**config.mk**
```make
export PLATFORM = sky130hd
export DESIGN_NAME = fet_ctrl
export DESIGN_NICKNAME = d
export VERILOG_FILES = /design/src/design/fet_pkg.sv /design/src/design/fet_ctrl.sv
export SDC_FILE = /design/constraint.sdc
export NUM_CORES = 1
export LEC_CHECK = 0
export BUFFER_PORTS_ARGS = -buffer_cell sky130_fd_sc_hd__buf_2
export CORE_AREA = 2 2 39 41
export CTS_BUF_LIST = sky130_fd_sc_hd__clkbuf_16
export DETAILED_ROUTE_END_ITERATION = 12
export DIE_AREA = 0 0 41 43
export PLACE_DENSITY = 0.5
export SYNTH_ARGS = -nofsm -noshare
export SYNTH_HDL_FRONTEND = slang
export SYNTH_SLANG_ARGS = --single-unit
export TNS_END_PERCENT = 50
```
**constraint.sdc**
```tcl
create_clock -name i_clk -period 1.24 [get_ports i_clk]
set_input_delay 0.062 -clock i_clk [delete_from_list [all_inputs] [get_ports i_clk]]
set_output_delay 0.062 -clock i_clk [all_outputs]
set_load 0.02 [all_outputs]
```
**src/design/fet_pkg.sv**
```systemverilog
// ----------------------------------------------------------------------------
// fet_pkg
// Types, constants and helpers shared by the escape-time fractal engine.
// ----------------------------------------------------------------------------
package fet_pkg;

    localparam int FRAC_BITS     = 28;
    localparam int ITER_BITS     = 16;
    localparam int PIXEL_BITS    = 12;
    localparam int WORD_BITS     = 32;
    localparam int STEP_BITS     = 31;
    localparam int RADIUS_BITS   = 32;
    localparam int HALF_BITS     = 16;
    localparam int PROD_BITS     = 2 * WORD_BITS;
    localparam int SUM_BITS      = PROD_BITS + 2;
    localparam int ROOT_BITS     = HALF_BITS + 1;
    localparam int SQ_OP_BITS    = 2 * ROOT_BITS;
    localparam int CFG_IDX_BITS  = 3;
    localparam int CFG_DATA_BITS = 32;

    typedef enum logic [CFG_IDX_BITS-1:0] {
        CFG_X_MIN     = 3'd0,
        CFG_Y_MIN     = 3'd1,
        CFG_STEP      = 3'd2,
        CFG_RADIUS_SQ = 3'd3,
        CFG_MAX_ITER  = 3'd4,
        CFG_MODE      = 3'd5,
        CFG_C_RE      = 3'd6,
        CFG_C_IM      = 3'd7
    } t_cfg_idx;

    localparam logic signed [WORD_BITS-1:0] RST_X_MIN     = -32'sd536870912;
    localparam logic signed [WORD_BITS-1:0] RST_Y_MIN     = -32'sd536870912;
    localparam logic [STEP_BITS-1:0]        RST_STEP      = 31'd1048576;
    localparam logic [RADIUS_BITS-1:0]      RST_RADIUS_SQ = 32'd67108864;
    localparam logic [ITER_BITS-1:0]        RST_MAX_ITER  = 16'd256;

    typedef struct packed {
        logic [PIXEL_BITS-1:0] pixel_x;
        logic [PIXEL_BITS-1:0] pixel_y;
    } t_pixel_in;

    typedef struct packed {
        logic [PIXEL_BITS-1:0] out_x;
        logic [PIXEL_BITS-1:0] out_y;
        logic [ITER_BITS-1:0]  iteration_count;
        logic                  inside_two;
        logic [HALF_BITS-1:0]  half_modulus;
    } t_result;

    typedef struct packed {
        logic load;
        logic map;
        logic init;
        logic square;
        logic step;
        logic root_start;
    } t_fet_cmd;

    typedef struct packed {
        logic go_on;
        logic root_done;
    } t_fet_status;

    function automatic logic signed [WORD_BITS-1:0] sat_word(
        input logic signed [SUM_BITS-1:0] v
    );
        logic [SUM_BITS-WORD_BITS:0] upper;
        logic signed [WORD_BITS-1:0] res;
        upper = v[SUM_BITS-1:WORD_BITS-1];
        if ((&upper) || !(|upper)) begin
            res = v[WORD_BITS-1:0];
        end else if (v[SUM_BITS-1]) begin
            res = {1'b1, {(WORD_BITS-1){1'b0}}};
        end else begin
            res = {1'b0, {(WORD_BITS-1){1'b1}}};
        end
        return res;
    endfunction

endpackage

```
**src/design/fet_ctrl.sv**
```systemverilog
// ----------------------------------------------------------------------------
// fet_ctrl
// Controller: sequences mapping, iteration, escape test and square root.
// ----------------------------------------------------------------------------
module fet_ctrl (
    input  logic                  i_clk,
    input  logic                  i_rst_n,
    input  logic                  i_start,
    input  fet_pkg::t_fet_status  i_status,
    output fet_pkg::t_fet_cmd     o_cmd,
    output logic                  o_busy,
    output logic                  o_valid
);

    typedef enum logic [2:0] {
        S_IDLE,
        S_MAP,
        S_INIT,
        S_SQUARE,
        S_TEST,
        S_ROOT
    } t_state;

    t_state r_state;
    t_state n_state;
    logic   r_valid;
    logic   n_valid;

    always_comb begin
        o_cmd            = '0;
        o_cmd.load       = (r_state == S_IDLE) && i_start;
        o_cmd.map        = (r_state == S_MAP);
        o_cmd.init       = (r_state == S_INIT);
        o_cmd.square     = (r_state == S_SQUARE);
        o_cmd.step       = (r_state == S_TEST) && i_status.go_on;
        o_cmd.root_start = (r_state == S_TEST) && !i_status.go_on;
    end

    always_comb begin
        n_state = r_state;
        n_valid = 1'b0;
        case (r_state)
            S_IDLE: begin
                if (i_start) begin
                    n_state = S_MAP;
                end
            end
            S_MAP:    n_state = S_INIT;
            S_INIT:   n_state = S_SQUARE;
            S_SQUARE: n_state = S_TEST;
            S_TEST: begin
                n_state = i_status.go_on ? S_SQUARE : S_ROOT;
            end
            S_ROOT: begin
                if (i_status.root_done) begin
                    n_state = S_IDLE;
                    n_valid = 1'b1;
                end
            end
            default: n_state = S_IDLE;
        endcase
    end

    always_ff @(posedge i_clk) begin
        if (!i_rst_n) begin
            r_state <= S_IDLE;
            r_valid <= 1'b0;
        end else begin
            r_state <= n_state;
            r_valid <= n_valid;
        end
    end

    assign o_busy  = (r_state != S_IDLE);
    assign o_valid = r_valid;

endmodule

```
# Yosys cells after proc, flatten, opt, wreduce, memory -nomap -nowiden
# Index checks and enable logic that the tools add are counted.
classes:
  n_eq_ne: 7
  muxes: 5
  reduce_logical: 8
ops:
  columns: ["op", "count"]
  rows:
  - ["3-bit case mux with 6 select lines", 1]
  - ["3-bit 2-to-1 mux", 3]
  - ["3-bit by 2-bit == test with 1-bit output, second input constant", 2]
  - ["3-bit == test, second input constant", 2]
  - ["2-bit inequality test, second input constant", 2]
  - ["2-bit AND reduction", 2]
  - ["3-bit by 1-bit == test with 1-bit output, second input constant", 1]
  - ["1-bit logical AND", 3]
  - ["3-bit zero test", 1]
  - ["3-bit nonzero test", 1]
  - ["1-bit zero test", 1]
  - ["1-bit 2-to-1 mux", 1]
totals:
  register_bits: 4
  inputBits: 5
  out_inout_bits: 8
  elab_cells: 22

# Depth between registers and ports, before layout
# Gate-level depths: netlist of run 1.
logic_depth:
  word_depth: 3
  mapped_depth: 4
  mapped_depth_nobuf: 3

# Worst setup path after synthesis of run 1
# OpenSTA, ideal clock, no wires.
synth_path:
  path_kind: "register to output"
  startpoint: "register r_state[2]"
  endpoint: "output o_cmd[0] (netlist bit)"
  arrival_time_ps: 1172
  required_ps: 1178
  slack_ps: 6
  path_stages_with_launch: 4
  n_path_buf: 1
  cell_sequence: "dfxtp_1 > buf_6 > inv_2 > nor4_1"
synth_lines:
  columns: ["element", "line_no", "rtl"]
  rows:
  - ["from (decl)", "fet_ctrl.sv:24", "t_state r_state;"]
  - ["from (signal assigned)", "fet_ctrl.sv:69", "r_state <= n_state;"]
  - ["to (decl)", "fet_ctrl.sv:10", "output fet_pkg::t_fet_cmd o_cmd,"]

# Worst setup path in the final report of run 1
layout_path:
  startpoint: "register r_state[1]"
  endpoint: "output o_busy"
layout_via:
  elab_chain_len: 1
layout_lines:
  columns: ["element", "line_no", "rtl"]
  rows:
  - ["3-bit nonzero test", "fet_ctrl.sv:74", "assign o_busy = (r_state != S_IDLE);"]
  - ["to (decl)", "fet_ctrl.sv:11", "output logic o_busy,"]
# No other way between the ends.

==> flow_summary.ini, run 1 <==
[sta]
worst_slew_pin_slew_ns = 0.210
finalSetupViolCount = 0
fin_crit_ns = 1.20
relSlewSlack = 0.859
grt_setup_unrepaired = no
setup_tns_ns = 0
whs_ns = 0.0925
fmax_ghz = 0.832
fin_crit_sh = 0.969
fin_skew_ns = 0.000326
hold_violations = 0
finalWorstSetupSlack_ns = 0.0388
slew_violations = 0

[synthesis]
syn_area_um2 = 246
yosys_warnings = 0
synth_most_common_cell = dfxtp_1
synthTopCellsByArea = dfxtp_1, and3_1, and4bb_1
synthCells = 27
synth_edf_count = 0
synth_top_area_frac = 0.325
syn_area_per_cell_um2 = 9.13
synth_top_flop_cell = dfxtp_1
yosysSeqAreaShare = 0.325
synth.distinct_cells = 21
synth_nets = 32
synthArstFlopShare = 0
synth_common_cells = dfxtp_1, nor2_1, and3_1
synth-seq-cells = 4
synth_area_leader_cell = dfxtp_1

[power_and_ir_drop]
max-vdd-ir-drop_v = 0.000709
power.density_nw_per_um2 = 2180
p_leak_nw = 0.187
p_total_mw = 0.865

[routing]
first_pass_iters = 2
routed_wirelength_um = 612
post_drt_via_cell_ratio = 4.51
avgRoutedWirePerCell_um = 10.7
drc_errors = 0
via_count = 257
drt_iter0_markers = 2
ant_nets = 0

[floorplan]
initial_utilization = 0.178
die_w_um = 41
placementRows = 14
die-area_um2 = 1760
ioPinCount = 13
dieHeight_um = 43
core_um2 = 1380

[worst_setup_path]
setup.worst_path.end = o_busy
reg2reg_from = r_state[1]$_SDFFE_PN0P_
criticalPathCategory = reg2out
cp_max_fo = 9
r2r_end = r_state[2]$_SDFFE_PN0P_
worstPathArrival_ns = 1.14
end_kind = primary output
regToRegSetupSlack_ns = 0.21
worstPathRequired_ns = 1.18
crit_path_start = r_state[1]$_SDFFE_PN0P_
crit_path_start_kind = flop
reg2regPathDepth = 3

[clocking]
clock-root-buffer = clkbuf_16
cts_tree = done
clk_pin_slew_ns = 0.03
cts_sinks = 4
ctsHoldBuffers = 0
cts_inserted_buffers = 3
h-tree-depth = 1
clk_latency_ns = 0.22
post-cts-setup-buffer-count = 0
cts.path.max_buffers = 2

[grt]
grt_start_max_net_pins = 12
grt_remaining_overflow = 0
grt.total_usage = 0.0985
antenna_found_initial = 0
grt_pass1_wl_um = 1100
grt_pass1_vias = 234

[cells_and_area]
finalNonFillerCells = 57
antennaDiodeCount = 0
drive_above_1_share = 0.585
syn2layout_area_growth_pct = 60.9
final_nets = 48

[place]
gp_congestion = 0.780
placed_cells = 54
io_buffers = 12
dp_hpwl_um = 455
place_ws_ns = 0.0493

[status]
status = complete, no violations

[flow_run]
cap_viol_max_count = 0

[worst_hold_path]
hold_path.class = in2reg
[registers in the layout (all words and copies together) (netlist names)]
name / cells
o_valid: 1
r_state: 3
[metrics by stage]
step / area, um2 / utilization
6_report: 397 / 0.287
5_1_grt: 397 / 0.287
4_1_cts: 393 / 0.284
3_5_place_dp: 315 / 0.228
3_3_place_gp: 315 / 0.228
2_1_floorplan: 246 / -
[layout by cell type, fill, tap and decap left out, types with 2 or more instances in the layout]
master and n:
and3_1 2, buf_2 12, clkbuf_16 3, nor2_1 3
dfxtp_2 2
[routing by layer]
| metal | global-route usage | wire length (um) | vias up |
|---|---|---|---|
| met1 | 0.135 | 274 | 114 |
| li1 | - | - | 131 |
| met4 | 0.0800 | 17 | 0 |
| met3 | 0.0471 | 52 | 2 |
| met5 | 0 | 0 | - |
| met2 | 0.109 | 268 | 10 |
[cell type report]
cell class                      count  area [um2]
Clock buffer                        3        75.1
Fill cell                         157         987
Inverter                            1        3.75
Multi-Input combinational cell     21         151
Sequential cell                     4        86.3
Tap cell                           16        20.0
Timing Repair Buffer               12        60.1
[report_power, final]
group          leakage [nW]  switching, mW  internal [mW]  total, mW
combinational         0.116         0.0920         0.0805      0.172
sequential           0.0342         0.0382          0.149      0.187
clock                0.0370         0.0931          0.412      0.505
[worst max-delay path, stage by stage (launching register included)]
cell and delay [ns]:
dfxtp_2 0.35, or3_4 0.39, buf_2 0.17
[worst min path at each step]
stage / from / to / slack, ns / cells after the start
detailed placement: i_rst_n / r_state[1]$_SDFFE_PN0P_ / 0.33 / 2
CTS: i_rst_n / r_state[1]$_SDFFE_PN0P_ / 0.1 / 2
global placement: i_rst_n / r_state[1]$_SDFFE_PN0P_ / 0.33 / 2
finish: i_rst_n / r_state[1]$_SDFFE_PN0P_ / 0.09 / 2
floorplan: i_rst_n / r_state[1]$_SDFFE_PN0P_ / 0.19 / 1
global route: i_rst_n / r_state[1]$_SDFFE_PN0P_ / 0.11 / 2
[kinds of logic (layout without fill, tap and decap cells)]
group / after synthesis / after routing / share of synthesized area
buffers and inverters: 2 / 16 / 0.0609
muxes: 1 / 1 / 0.0406
and+or+nand+nor: 15 / 15 / 0.447
DFF: 4 / 4 / 0.325
AOI/OAI and AO/OA: 5 / 5 / 0.127
[repair_timing]
action,in CTS,in global routing
resized for setup,2,2
endpoints found under the setup margin,4,6
cloned,0,0
Note: power is estimated with default switching activity, not from simulation.
==> run 2: changes to the inputs <==
Clock period 1.24 ns to 1.15 ns, I/O delays scaled along.
==> flow_summary.ini, run 2 (synthesis gave the netlist of run 1 again) <==
[power_and_ir_drop]
max-vdd-ir-drop_v = 0.000664
p_switching_mw = 0.255
p_total_mw = 1.02
comb_power_share = 0.278
power.density_nw_per_um2 = 2120
pwr-share-clk = 0.526
swShare = 0.250
p_leak_nw = 0.219
seqPwrFrac = 0.197
internal-power_mw = 0.766

[worst_setup_path]
crit_path_start_kind = flop
reg2reg_from = r_state[1]$_SDFFE_PN0P_
end_kind = primary output
worstPathRequired_ns = 1.09
r2r_end = r_state[2]$_SDFFE_PN0P_
critical-path-slowest-cell = or3_4
worstPathCellList = or3_4, buf_6
cp_max_fo = 8
cp_slowest_stage_delay_ns = 0.39
reg2regPathDepth = 4
criticalPathCategory = reg2out
regToRegSetupSlack_ns = 0.09
worstPathArrival_ns = 1.11

[clocking]
cts.path.max_buffers = 2
ctsHoldBuffers = 0
h-tree-depth = 1
cts_inserted_buffers = 3
clk_pin_slew_ns = 0.03
clock-root-buffer = clkbuf_16
cts_tree = done
clk_latency_ns = 0.22
cts_sinks = 4

[cells_and_area]
finalNonFillerCells = 62
layout_common_cells = buf_2, buf_4, clkbuf_16, buf_6, dfxtp_4
final_util = 0.348
syn2layout_area_growth_pct = 95.4
antennaDiodeCount = 0
fin_area_um2 = 482
largest_reg_flops = 3
drive_above_1_share = 0.696
final_nets = 53
regMostFlops = r_state

[place]
place_area_um2 = 337
io_buffers = 12
dp_hpwl_um = 431
placed_cells = 56
gp_congestion = 0.793

[sta]
hold_violations = 0
fin_skew_ns = 0.00181
grt_setup_unrepaired = yes
fin_crit_ns = 1.17
fmax_ghz = 0.854
finalWorstSetupSlack_ns = -0.0206
slew_violations = 0
finalSetupViolCount = 1
relSlewSlack = 0.877
fin_crit_sh = 1.02
worst_slew_pin_slew_ns = 0.183

[routing]
first_pass_iters = 4
avgRoutedWirePerCell_um = 10.0
post_drt_via_cell_ratio = 4.31
via_count = 267
drc_errors = 0
ant_nets = 0
routed_wirelength_um = 623
drt_iter0_markers = 4

[grt]
grt_pass1_vias = 273
grt_start_max_net_pins = 12
grt_pass1_wl_um = 1100
antenna_found_initial = 0
grt_remaining_overflow = 0
grt.total_usage = 0.0904

[worst_hold_path]
hold_path.class = in2reg
worstHoldEndpoint = r_state[1]$_SDFFE_PN0P_
holdPathStages = 2
hp-start = i_rst_n

[status]
status = complete, but fails checks
failed_checks = negative setup slack

[floorplan]
ioPinCount = 13
dieHeight_um = 43
die-area_um2 = 1760
core_um2 = 1380
die_w_um = 41
placementRows = 14
initial_utilization = 0.178

[flow_run]
cap_viol_max_count = 0
[run 2: area by class of cell]
class                           instances  area [um2]
Fill cell                             145         902
Multi-Input combinational cell         21         170
Timing Repair Buffer                   17         121
Sequential cell                         4        91.3
Clock buffer                            3        75.1
Tap cell                               16        20.0
Inverter                                1        3.75
[run 2: metal layers]
metal,share of wire,GRT usage,vias to the layer above
li1,-,-,140
met2,0.47,0.122,7
met3,0.047,0.0314,0
met4,0,0.0400,0
met1,0.48,0.125,120
met5,0,0,-
[run 2: worst max path at each step]
stage                         endpoint  slack (ns)                    start  cells after the start
6_report                        o_busy       -0.02  r_state[2]$_SDFFE_PN0P_                      2
5_1_grt                         o_busy       -0.04  r_state[2]$_SDFFE_PN0P_                      2
2_1_floorplan  r_state[1]$_SDFFE_PN0P_        0.06  r_state[0]$_SDFFE_PN0P_                      3
3_5_place_dp   r_state[2]$_SDFFE_PN0P_        0.02  r_state[2]$_SDFFE_PN0P_                      3
4_1_cts                         o_busy       -0.02  r_state[1]$_SDFFE_PN0P_                      2
3_3_place_gp   r_state[2]$_SDFFE_PN0P_        0.03  r_state[2]$_SDFFE_PN0P_                      3
[run 2: what timing repair did]
| action | 4_1_cts | 5_1_grt |
|---|---|---|
| setup buffers | 1 | 2 |
| setup endpoints to repair | 7 | 6 |
| pin swaps | 1 | 1 |
| endpoints found under the hold margin | 0 | 0 |
| gates cloned | 0 | 0 |
| resized for setup | 10 | 7 |
[run 2: power groups by stage]
stage	Sequential (mW)	Clock [mW]	Combinational, mW
4_1_cts	0.200	0.546	0.246
3_5_place_dp	0.199	0	0.210
3_3_place_gp	0.198	0	0.211
5_1_grt	0.206	0.556	0.309
6_report	0.201	0.537	0.283
2_1_floorplan	0.182	0	0.157
[run 2: critical path: cells and delay by family, from the launching register on]
family | cells | cell delay (ns)
and+or+nand+nor | 1 | 0.39
DFF | 1 | 0.36
buffers and inverters | 1 | 0.14
[run 2: through the flow]
step	setup TNS, ns	hold slack, ns	worst slack, ns
floorplan	0	0.160	0.0637
global placement	0	0.332	0.0272
detailed placement	0	0.321	0.0196
CTS	-0.0211	0.0869	-0.0172
global route	-0.0928	0.117	-0.0429
finish	-0.0206	0.0889	-0.0206
